<file path="src/rtl/gic_pkg.sv">
`timescale 1ns / 1ps
// Shared types and constants of the gate input conditioner.
package gic_pkg;

   localparam int NumInputs     = 5;
   localparam int CntWidth      = 12;
   localparam int ElapsedWidth  = 15;
   localparam int TimerWidth    = 10;
   localparam int HoldWidth     = 14;
   localparam int CsrIndexWidth = 3;
   localparam int CsrDataWidth  = 12;

   // input positions in the level vectors
   localparam int IdxStop     = 0;
   localparam int IdxObstacle = 1;
   localparam int IdxOpen     = 2;
   localparam int IdxClose    = 3;
   localparam int IdxButton   = 4;

   localparam logic [CntWidth-1:0]     CntMax         = 12'd4095;
   localparam logic [CntWidth-1:0]     StopDebounce   = 12'd30;
   localparam logic [CntWidth-1:0]     ButtonDebounce = 12'd50;
   localparam logic [CntWidth-1:0]     DefaultDebounce = 12'd50;
   localparam logic [ElapsedWidth-1:0] ElapsedMax     = 15'd32767;
   localparam logic [TimerWidth-1:0]   ConfirmLimit   = 10'd901;
   localparam logic [HoldWidth-1:0]    HoldoffMin     = 14'd1200;

   typedef enum logic [CsrIndexWidth-1:0] {
      CSR_OPEN_DEBOUNCE  = 3'd0,
      CSR_CLOSE_DEBOUNCE = 3'd1,
      CSR_OBST_DEBOUNCE  = 3'd2,
      CSR_INVERT_MASK    = 3'd3,
      CSR_PRESENT_MASK   = 3'd4,
      CSR_LIMITS_ENABLE  = 3'd5
   } csr_index_type;

   typedef struct packed {
      logic raw_stop;
      logic raw_obstacle;
      logic raw_limit_open;
      logic raw_limit_close;
      logic raw_button;
   } req_payload_type;

   typedef struct packed {
      logic stop_pressed;
      logic obstacle_changed;
      logic obstacle_level;
      logic open_limit_rising;
      logic close_limit_rising;
      logic limits_conflict;
      logic limits_conflict_edge;
      logic button_pressed;
      logic limits_ready_flag;
      logic open_limit_level;
      logic close_limit_level;
   } rsp_payload_type;

endpackage

</file>
<file path="src/rtl/gic_req_if.sv">
`timescale 1ns / 1ps
// Request channel carrying one tick of raw switch levels.
interface gic_req_if;
   logic                     valid;
   logic                     ready;
   gic_pkg::req_payload_type payload;

   modport source (output valid, output payload, input ready);
   modport sink (input valid, input payload, output ready);
endinterface

</file>
<file path="src/rtl/gic_rsp_if.sv">
`timescale 1ns / 1ps
// Response channel carrying the conditioned events and levels of one tick.
interface gic_rsp_if;
   logic                     valid;
   logic                     ready;
   gic_pkg::rsp_payload_type payload;

   modport source (output valid, output payload, input ready);
   modport sink (input valid, input payload, output ready);
endinterface

</file>
<file path="src/rtl/gate_input_conditioner.sv">
`timescale 1ns / 1ps
// Top level: switch debouncers with limit switch supervision.
//
// Each request on req_if is one millisecond tick with the raw levels of the
// stop, obstacle, open limit, close limit and button inputs. Each request
// gives exactly one response on rsp_if with press/change events, limit
// rising edges, the both-limits conflict flags and the qualified levels.
// The response is registered and shows the cycle after the request is
// taken. A request can be taken every cycle while rsp_if.ready is high; the
// output register is reloaded in the same cycle its response is taken, so
// the block then sustains one tick per clock.
// When rsp_if.ready is low with a response pending, req_if.ready drops and
// the response holds until taken.
// The csr_ port writes the six configuration registers, one per cycle; write
// only between ticks. Synchronous reset restores register defaults and
// clears all debounce and timer state; the first tick after reset primes
// the stable levels and reports no events. Limit events and levels stay low
// until max(1200, 4 x largest limit debounce) ticks pass after priming.
module gate_input_conditioner #(
   parameter int unsigned MAX_DEBOUNCE_MS = 4095
) (
   input  logic                                clock,
   input  logic                                reset,
   gic_req_if.sink                             req_if,
   gic_rsp_if.source                           rsp_if,
   input  logic                                csr_write_enable,
   input  logic [gic_pkg::CsrIndexWidth-1:0]   csr_index,
   input  logic [gic_pkg::CsrDataWidth-1:0]    csr_write_data
);

   localparam int CW = gic_pkg::CntWidth;
   localparam int NI = gic_pkg::NumInputs;
   localparam logic [CW-1:0] DbCap =
      (MAX_DEBOUNCE_MS > 4095) ? gic_pkg::CntMax : CW'(MAX_DEBOUNCE_MS);

   function automatic logic [CW-1:0] clamp_db(input logic [CW-1:0] v);
      return (v > DbCap) ? DbCap : v;
   endfunction

   // configuration registers
   logic [CW-1:0] open_db_ff, close_db_ff, obst_db_ff;
   logic [3:0]    invert_ff;
   logic [NI-1:0] present_ff;
   logic [2:0]    enable_ff;

   // tick state
   logic [NI-1:0]                      last_ff, last_in;
   logic [NI-1:0]                      stable_ff, stable_in;
   logic [CW-1:0]                      cnt_ff [NI];
   logic [CW-1:0]                      cnt_in [NI];
   logic [gic_pkg::ElapsedWidth-1:0]   elapsed_ff, elapsed_in;
   logic [gic_pkg::TimerWidth-1:0]     timer_ff, timer_in;
   logic                               latched_ff, latched_in;
   logic                               primed_ff;

   logic                               rsp_valid_ff;
   gic_pkg::rsp_payload_type           rsp_ff, rsp_in;
   logic                               req_fire;

   assign req_if.ready   = !rsp_valid_ff || rsp_if.ready;
   assign req_fire       = req_if.valid && req_if.ready;
   assign rsp_if.valid   = rsp_valid_ff;
   assign rsp_if.payload = rsp_ff;

   always_ff @(posedge clock) begin
      if (reset) begin
         open_db_ff  <= gic_pkg::DefaultDebounce;
         close_db_ff <= gic_pkg::DefaultDebounce;
         obst_db_ff  <= gic_pkg::DefaultDebounce;
         invert_ff   <= '0;
         present_ff  <= '1;
         enable_ff   <= '1;
      end else if (csr_write_enable) begin
         case (gic_pkg::csr_index_type'(csr_index))
            gic_pkg::CSR_OPEN_DEBOUNCE:  open_db_ff  <= csr_write_data;
            gic_pkg::CSR_CLOSE_DEBOUNCE: close_db_ff <= csr_write_data;
            gic_pkg::CSR_OBST_DEBOUNCE:  obst_db_ff  <= csr_write_data;
            gic_pkg::CSR_INVERT_MASK:    invert_ff   <= csr_write_data[3:0];
            gic_pkg::CSR_PRESENT_MASK:   present_ff  <= csr_write_data[NI-1:0];
            gic_pkg::CSR_LIMITS_ENABLE:  enable_ff   <= csr_write_data[2:0];
            default: ;
         endcase
      end
   end

   always_comb begin
      logic [NI-1:0]                 raw;
      logic [NI-1:0]                 present;
      logic [NI-1:0]                 active;
      logic [NI-1:0]                 chg;
      logic [CW-1:0]                 db [NI];
      logic [CW-1:0]                 maxdb;
      logic [gic_pkg::HoldWidth-1:0] hold;
      logic                          glob, open_en, close_en;
      logic                          ready, open_act, close_act, both;
      logic                          conflict, conflict_edge;

      glob     = enable_ff[0];
      open_en  = glob && enable_ff[1];
      close_en = glob && enable_ff[2];

      present = present_ff;
      if (!glob) begin
         present[gic_pkg::IdxOpen]  = 1'b0;
         present[gic_pkg::IdxClose] = 1'b0;
      end

      raw[gic_pkg::IdxStop]     = req_if.payload.raw_stop;
      raw[gic_pkg::IdxObstacle] = req_if.payload.raw_obstacle    ^ invert_ff[0];
      raw[gic_pkg::IdxOpen]     = req_if.payload.raw_limit_open  ^ invert_ff[1];
      raw[gic_pkg::IdxClose]    = req_if.payload.raw_limit_close ^ invert_ff[2];
      raw[gic_pkg::IdxButton]   = req_if.payload.raw_button      ^ invert_ff[3];
      raw = raw & present;

      db[gic_pkg::IdxStop]     = clamp_db(gic_pkg::StopDebounce);
      db[gic_pkg::IdxObstacle] = clamp_db(obst_db_ff);
      db[gic_pkg::IdxOpen]     = clamp_db(open_db_ff);
      db[gic_pkg::IdxClose]    = clamp_db(close_db_ff);
      db[gic_pkg::IdxButton]   = clamp_db(gic_pkg::ButtonDebounce);

      // frozen limits are skipped by the debouncers
      active = present;
      active[gic_pkg::IdxOpen]  = present[gic_pkg::IdxOpen]  && open_en;
      active[gic_pkg::IdxClose] = present[gic_pkg::IdxClose] && close_en;

      last_in    = last_ff;
      stable_in  = stable_ff;
      cnt_in     = cnt_ff;
      chg        = '0;
      elapsed_in = elapsed_ff;
      timer_in   = timer_ff;
      latched_in = latched_ff;

      if (!primed_ff) begin
         last_in    = raw;
         stable_in  = raw;
         for (int i = 0; i < NI; i++) cnt_in[i] = '0;
         elapsed_in = '0;
         timer_in   = '0;
         latched_in = 1'b0;
      end else begin
         if (elapsed_ff < gic_pkg::ElapsedMax) elapsed_in = elapsed_ff + 1'b1;
         for (int i = 0; i < NI; i++) begin
            if (!present[i]) begin
               last_in[i]   = 1'b0;
               stable_in[i] = 1'b0;
               cnt_in[i]    = '0;
            end else if (active[i]) begin
               if (raw[i] != last_ff[i]) begin
                  last_in[i] = raw[i];
                  cnt_in[i]  = '0;
               end else if (cnt_ff[i] < gic_pkg::CntMax) begin
                  cnt_in[i] = cnt_ff[i] + 1'b1;
               end
               if ((stable_ff[i] != raw[i]) && (cnt_in[i] >= db[i])) begin
                  stable_in[i] = raw[i];
                  chg[i]       = 1'b1;
               end
            end
         end
      end

      maxdb = (db[gic_pkg::IdxOpen] > db[gic_pkg::IdxClose]) ?
              db[gic_pkg::IdxOpen] : db[gic_pkg::IdxClose];
      hold  = {maxdb, 2'b00};
      if (hold < gic_pkg::HoldoffMin) hold = gic_pkg::HoldoffMin;

      ready     = elapsed_in >= {1'b0, hold};
      open_act  = open_en  && stable_in[gic_pkg::IdxOpen];
      close_act = close_en && stable_in[gic_pkg::IdxClose];
      both      = ready && open_act && close_act;

      conflict      = 1'b0;
      conflict_edge = 1'b0;
      if (glob && both) begin
         if (timer_in < gic_pkg::ConfirmLimit) timer_in = timer_in + 1'b1;
         if (timer_in >= gic_pkg::ConfirmLimit) begin
            conflict      = 1'b1;
            conflict_edge = !latched_in;
            latched_in    = 1'b1;
         end
      end else begin
         timer_in   = '0;
         latched_in = 1'b0;
      end

      rsp_in.stop_pressed         = chg[gic_pkg::IdxStop] && stable_in[gic_pkg::IdxStop];
      rsp_in.obstacle_changed     = chg[gic_pkg::IdxObstacle];
      rsp_in.obstacle_level       = stable_in[gic_pkg::IdxObstacle];
      rsp_in.open_limit_rising    = open_en && ready && !both &&
                                    chg[gic_pkg::IdxOpen] && open_act;
      rsp_in.close_limit_rising   = close_en && ready && !both &&
                                    chg[gic_pkg::IdxClose] && close_act;
      rsp_in.limits_conflict      = conflict;
      rsp_in.limits_conflict_edge = conflict_edge;
      rsp_in.button_pressed       = chg[gic_pkg::IdxButton] &&
                                    stable_in[gic_pkg::IdxButton];
      rsp_in.limits_ready_flag    = ready;
      rsp_in.open_limit_level     = ready && open_act;
      rsp_in.close_limit_level    = ready && close_act;
   end

   always_ff @(posedge clock) begin
      if (reset) begin
         last_ff    <= '0;
         stable_ff  <= '0;
         for (int i = 0; i < NI; i++) cnt_ff[i] <= '0;
         elapsed_ff <= '0;
         timer_ff   <= '0;
         latched_ff <= 1'b0;
         primed_ff  <= 1'b0;
      end else if (req_fire) begin
         last_ff    <= last_in;
         stable_ff  <= stable_in;
         cnt_ff     <= cnt_in;
         elapsed_ff <= elapsed_in;
         timer_ff   <= timer_in;
         latched_ff <= latched_in;
         primed_ff  <= 1'b1;
      end
   end

   always_ff @(posedge clock) begin
      if (reset) begin
         rsp_valid_ff <= 1'b0;
      end else if (req_fire) begin
         rsp_valid_ff <= 1'b1;
      end else if (rsp_if.ready) begin
         rsp_valid_ff <= 1'b0;
      end
   end

   always_ff @(posedge clock) begin
      if (req_fire) begin
         rsp_ff <= rsp_in;
      end
   end

endmodule

</file>
<file path="src/flat_wrapper.sv">
// flat-port wrapper written by rule: the top's interface ports become plain ports
module gate_input_conditioner_flat 
#(
   parameter int unsigned MAX_DEBOUNCE_MS = 4095
)
  (clock, reset, csr_write_enable, csr_index, csr_write_data, req_if_valid, req_if_payload, req_if_ready, rsp_if_valid, rsp_if_payload, rsp_if_ready);
  gic_req_if req_if_i ();
  gic_rsp_if rsp_if_i ();
  input  logic clock;
  input  logic reset;
  input  logic csr_write_enable;
  input  logic [gic_pkg::CsrIndexWidth-1:0] csr_index;
  input  logic [gic_pkg::CsrDataWidth-1:0] csr_write_data;
  input wire logic [$bits(req_if_i.valid)-1:0] req_if_valid;
  input wire logic [$bits(req_if_i.payload)-1:0] req_if_payload;
  output wire logic [$bits(req_if_i.ready)-1:0] req_if_ready;
  output wire logic [$bits(rsp_if_i.valid)-1:0] rsp_if_valid;
  output wire logic [$bits(rsp_if_i.payload)-1:0] rsp_if_payload;
  input wire logic [$bits(rsp_if_i.ready)-1:0] rsp_if_ready;
  assign req_if_i.valid = req_if_valid;
  assign req_if_i.payload = req_if_payload;
  assign req_if_ready = req_if_i.ready;
  assign rsp_if_valid = rsp_if_i.valid;
  assign rsp_if_payload = rsp_if_i.payload;
  assign rsp_if_i.ready = rsp_if_ready;
  gate_input_conditioner #(.MAX_DEBOUNCE_MS(MAX_DEBOUNCE_MS)) u_core (.clock(clock), .reset(reset), .req_if(req_if_i), .rsp_if(rsp_if_i), .csr_write_enable(csr_write_enable), .csr_index(csr_index), .csr_write_data(csr_write_data));
endmodule
</file>
<file path="config.mk">
export PLATFORM = sky130hd
export DESIGN_NAME = gate_input_conditioner_flat
export DESIGN_NICKNAME = d
export VERILOG_FILES = /design/src/rtl/gic_pkg.sv /design/src/rtl/gic_req_if.sv /design/src/rtl/gic_rsp_if.sv /design/src/rtl/gate_input_conditioner.sv /design/src/flat_wrapper.sv
export SDC_FILE = /design/constraint.sdc
export NUM_CORES = 1
export LEC_CHECK = 0
export ABC_AREA = 0
export ABC_CLOCK_PERIOD_IN_PS = 4600
export BUFFER_PORTS_ARGS = -buffer_cell sky130_fd_sc_hd__buf_4
export CORE_MARGIN = 2
export CORE_UTILIZATION = 30
export DETAILED_ROUTE_END_ITERATION = 7
export PLACE_DENSITY = 0.55
export SYNTH_ARGS = -nofsm -noshare
export SYNTH_HDL_FRONTEND = slang
export SYNTH_SLANG_ARGS = --single-unit
</file>
<file path="constraint.sdc">
create_clock -name clock -period 4.6 [get_ports clock]
set_input_delay 0.46 -clock clock [delete_from_list [all_inputs] [get_ports clock]]
set_output_delay 0.46 -clock clock [all_outputs]
set_load 0.005 [all_outputs]
</file>
==> summary.txt <==
static leakage = 4.46 nW
max-cap viol count = 0
ranking of synthesized cells by area = dfxtp_1 28%, ha_1 8.0%, nand2_1 7.3%, a21oi_1 7.1%, nor2_1 5.2%
Yosys top cell area share = 28.4%
net count after synthesis = 1451
via count = 9612
Num Clock Sinks = 157
DR vias/cell = 5.26
1st-iter DRT viols = 698
largest net degree at the start of global routing = 63
FF+latch count, synth = 157
Skew-Pair Late Insertion Delay = 0.43 ns
Syn Area/Cell = 7.58 um2
worst-path fanout max = 11
Total GRT Usage = 15.9%
Crit Path Category = reg -> reg
CP endpoint kind = flop
WHS Path Cells = 3
Post-route DRC = 0
R2R Path Start = u_core.close_db_ff[1]$_SDFFE_PP1P_
Clock Tree Root = clkbuf_16
PD cells = 282 nW/um2
H-tree Lvls = 4
Slew @ Worst Pin = 1.21 ns
Min Clock Period, post-route = 4.40 ns
global-route wire length before repair = 46500 um
initial core utilization = 30.6%
Post-layout nets = 1456
Final Cycle Share = 95.8%
FF-to-FF path depth = 21
die width = 189 um
placeable core area = 33700 um2
WHS Endpoint = u_core.rsp_if.valid$_SDFFE_PP0P_
Top FF cell, synth = dfxtp_1
final hold slack = 0.294 ns
I/O Buffers = 37
Routed WL = 28300 um
max-slew violations = 0
gpl congestion = 0.869
clk slew on worst S/H paths = 0.07 ns
Synth Instances = 1360
Max VDD drop = 0.204 mV
CP Data Arrival Time = 4.76 ns
antenna violations before repair = 0
# diodes = 0
drt pass-1 iters = 5
row count = 67
total CTS buffers = 17
layout cells sized above 1 = 10.9%
sequential area share after synthesis = 31.6%
Hold Crit Start = req_if_valid
r2r setup slk = 0.20 ns
Area growth, synth to finish = 14.3%
Filler cells = 3614
Hold Vio Cnt, Final = 0
FMAX = 227 MHz
CTS tree = yes
Max clock buf depth = 2
Overflow after GRT = 0
Critical R2R Capture = u_core.timer_ff[2]$_SDFFE_PP0P_
clock skew = 0.0189 ns
Mapped Area = 10300 um2
Final Total Pwr = 3.33 mW
Synthesis Warnings = 0
DPL Wire Length = 20400 um
asr flop ratio synth = 0%
I/O pins = 38
DR WL/cell = 15.5 um
remaining antenna violation count = 0
Netlist cell types = 78
Die Area = 35800 um2
vias in the first global route = 9134
CP required = 4.95 ns
Register Area = 3260 um2
area occupied by multi-input gates = 6600 um2
Synth area leader = dfxtp_1
status = finished clean
startpoint type of the worst setup path = flop
Setup Viol. Count Final = 0
die height = 189 um
cts hold-fix bufs = 0
number of enable flip-flop cells after synthesis = 11
HP Class = in -> reg
max_slew headroom = 18.6%
-- area by class of cell --
class / instances / share of cell area, %
multi-input cells: 1068 / 56.1
repair buffers: 72 / 4.73
flip-flops and latches: 157 / 27.6
well taps: 448 / 4.76
clock buffers: 21 / 3.91
clock inverters: 11 / 1.31
inverters: 49 / 1.56
-- how the worst max path moves through the flow --
stage                                       startpoint                               to  slack, ns  depth (start not counted)
floorplan            u_core.open_db_ff[1]$_SDFFE_PP1P_  u_core.timer_ff[0]$_SDFFE_PP0P_       0.18                         21
global placement     u_core.elapsed_ff[4]$_SDFFE_PP0P_  u_core.timer_ff[0]$_SDFFE_PP0P_       0.22                         17
detailed placement   u_core.elapsed_ff[4]$_SDFFE_PP0P_  u_core.timer_ff[9]$_SDFFE_PP0P_       0.06                         17
CTS                  u_core.elapsed_ff[4]$_SDFFE_PP0P_  u_core.timer_ff[9]$_SDFFE_PP0P_       0.03                         17
global route        u_core.close_db_ff[1]$_SDFFE_PP1P_   u_core.latched_ff$_SDFFE_PP0P_      -0.10                         21
finish              u_core.close_db_ff[1]$_SDFFE_PP1P_  u_core.timer_ff[2]$_SDFFE_PP0P_       0.20                         21
-- routing by layer --
metal	part of all wire [%]	vias to the layer above	global-route usage, %
li1	-	4865	-
met1	50	4567	22.1
met2	46	164	25.7
met3	3.1	16	2.45
met4	0.77	0	3.55
met5	0	-	0
-- cell usage in the layout, fill, tap and decap left out, types with 6 or more instances in the layout --
cell type    n
edfxtp_1    11
nand2_1    197
nand4_1     36
o211ai_1    16
xor2_1      29
clkbuf_16   17
or3_1        8
nand3_1     43
mux2i_1     25
nor4_1      12
and2_1      15
nand2b_1    12
a31oi_1     18
and4_1       8
nor2_1     144
o31ai_1      6
and3_1      21
xnor2_1     20
a22oi_1     15
nor3_1      41
a211oi_1    10
buf_4       70
a21oi_1    146
inv_1       47
ha_1        64
o21a_1      10
dfxtp_1    144
o21ai_0     46
mux2_2       6
a32oi_1      6
nor2b_1     15
a21o_1       7
-- sequential cells by signal, summed over array words and instances, names as in the netlist --
name,count
u_core.close_db_ff,12
u_core.cnt_ff,60
u_core.elapsed_ff,15
u_core.enable_ff,3
u_core.invert_ff,4
u_core.last_ff,5
u_core.latched_ff,1
u_core.obst_db_ff,12
u_core.open_db_ff,12
u_core.present_ff,5
u_core.primed_ff,1
u_core.rsp_if.payload,11
u_core.rsp_if.valid,1
u_core.stable_ff,5
u_core.timer_ff,10
-- critical path, cell delays in order, from the launching register on --
cell and delay [ns]:
dfxtp_1 0.30, inv_1 0.04, ha_1 0.28, nor2b_1 0.14, o21a_1 0.16, o21a_1 0.16
o21ai_1 0.14, a21oi_1 0.11, o22ai_2 0.23, buf_6 0.20, mux2i_2 0.30, nand2b_4 0.08
ha_4 0.27, nand2_2 0.07, or4b_1 0.50, a31o_2 0.23, a221oi_2 0.23, nand3b_1 0.20
and4_4 0.26, buf_4 0.17, nand4_1 0.09, a21oi_1 0.17
-- Yosys cell counts, types with 4 or more instances --
master	n
nand2_1	199
a21oi_1	146
dfxtp_1	146
nor2_1	144
ha_1	66
clkbuf_1	63
o21ai_0	48
inv_1	47
nand3_1	45
nor3_1	41
nand4_1	36
xor2_1	29
mux2i_1	27
and3_1	21
xnor2_1	20
a31oi_1	18
o211ai_1	16
a22oi_1	15
and2_1	15
nor2b_1	15
nand2b_1	14
nor4_1	12
a211oi_1	11
edfxtp_1	11
buf_1	10
o21a_1	10
and4_1	9
buf_2	9
or3_1	8
a21o_1	7
mux2_2	7
a32oi_1	6
o31ai_1	6
a31o_2	5
nand3b_1	5
nor3b_1	5
o2111ai_1	4
or2_2	4
-- where the power goes --
group          leakage [nW]  internal [mW]  switching [mW]
clock network         0.291          0.890           0.608
logic                  2.87          0.155           0.249
registers              1.29           1.40          0.0240
total                  4.46           2.44           0.881
-- cells by family (layout without fill, tap and decap cells) --
kind of cell	count (synthesis)	count (layout)	synth area share (%)
fa+ha+maj	66	66	8.02
mux	35	35	3.53
simple gates	588	588	27.1
flops	157	157	31.6
xor+xnor	49	49	4.17
compound gates	330	330	20.4
buf+inv	135	153	5.20
-- metrics by stage --
stage / util [%] / worst slack [ns] / area (um2) / cells / setup TNS (ns)
6_report: 34.9 / 0.195 / 11800 / 1826 / 0
5_1_grt: 34.9 / -0.102 / 11800 / 1826 / -0.341
4_1_cts: 34.6 / 0.0347 / 11700 / 1824 / 0
3_5_place_dp: 32.8 / 0.0644 / 11000 / 1792 / 0
3_3_place_gp: 32.8 / 0.221 / 11000 / 1792 / 0
2_1_floorplan: - / 0.182 / 10300 / 1360 / 0
-- repair_timing --
action                                  CTS  global route
gates resized for setup                   0            21
endpoints found under the setup margin    0            15
buffers inserted                          0             2
No activity file was read; power rests on OpenSTA's default activity.
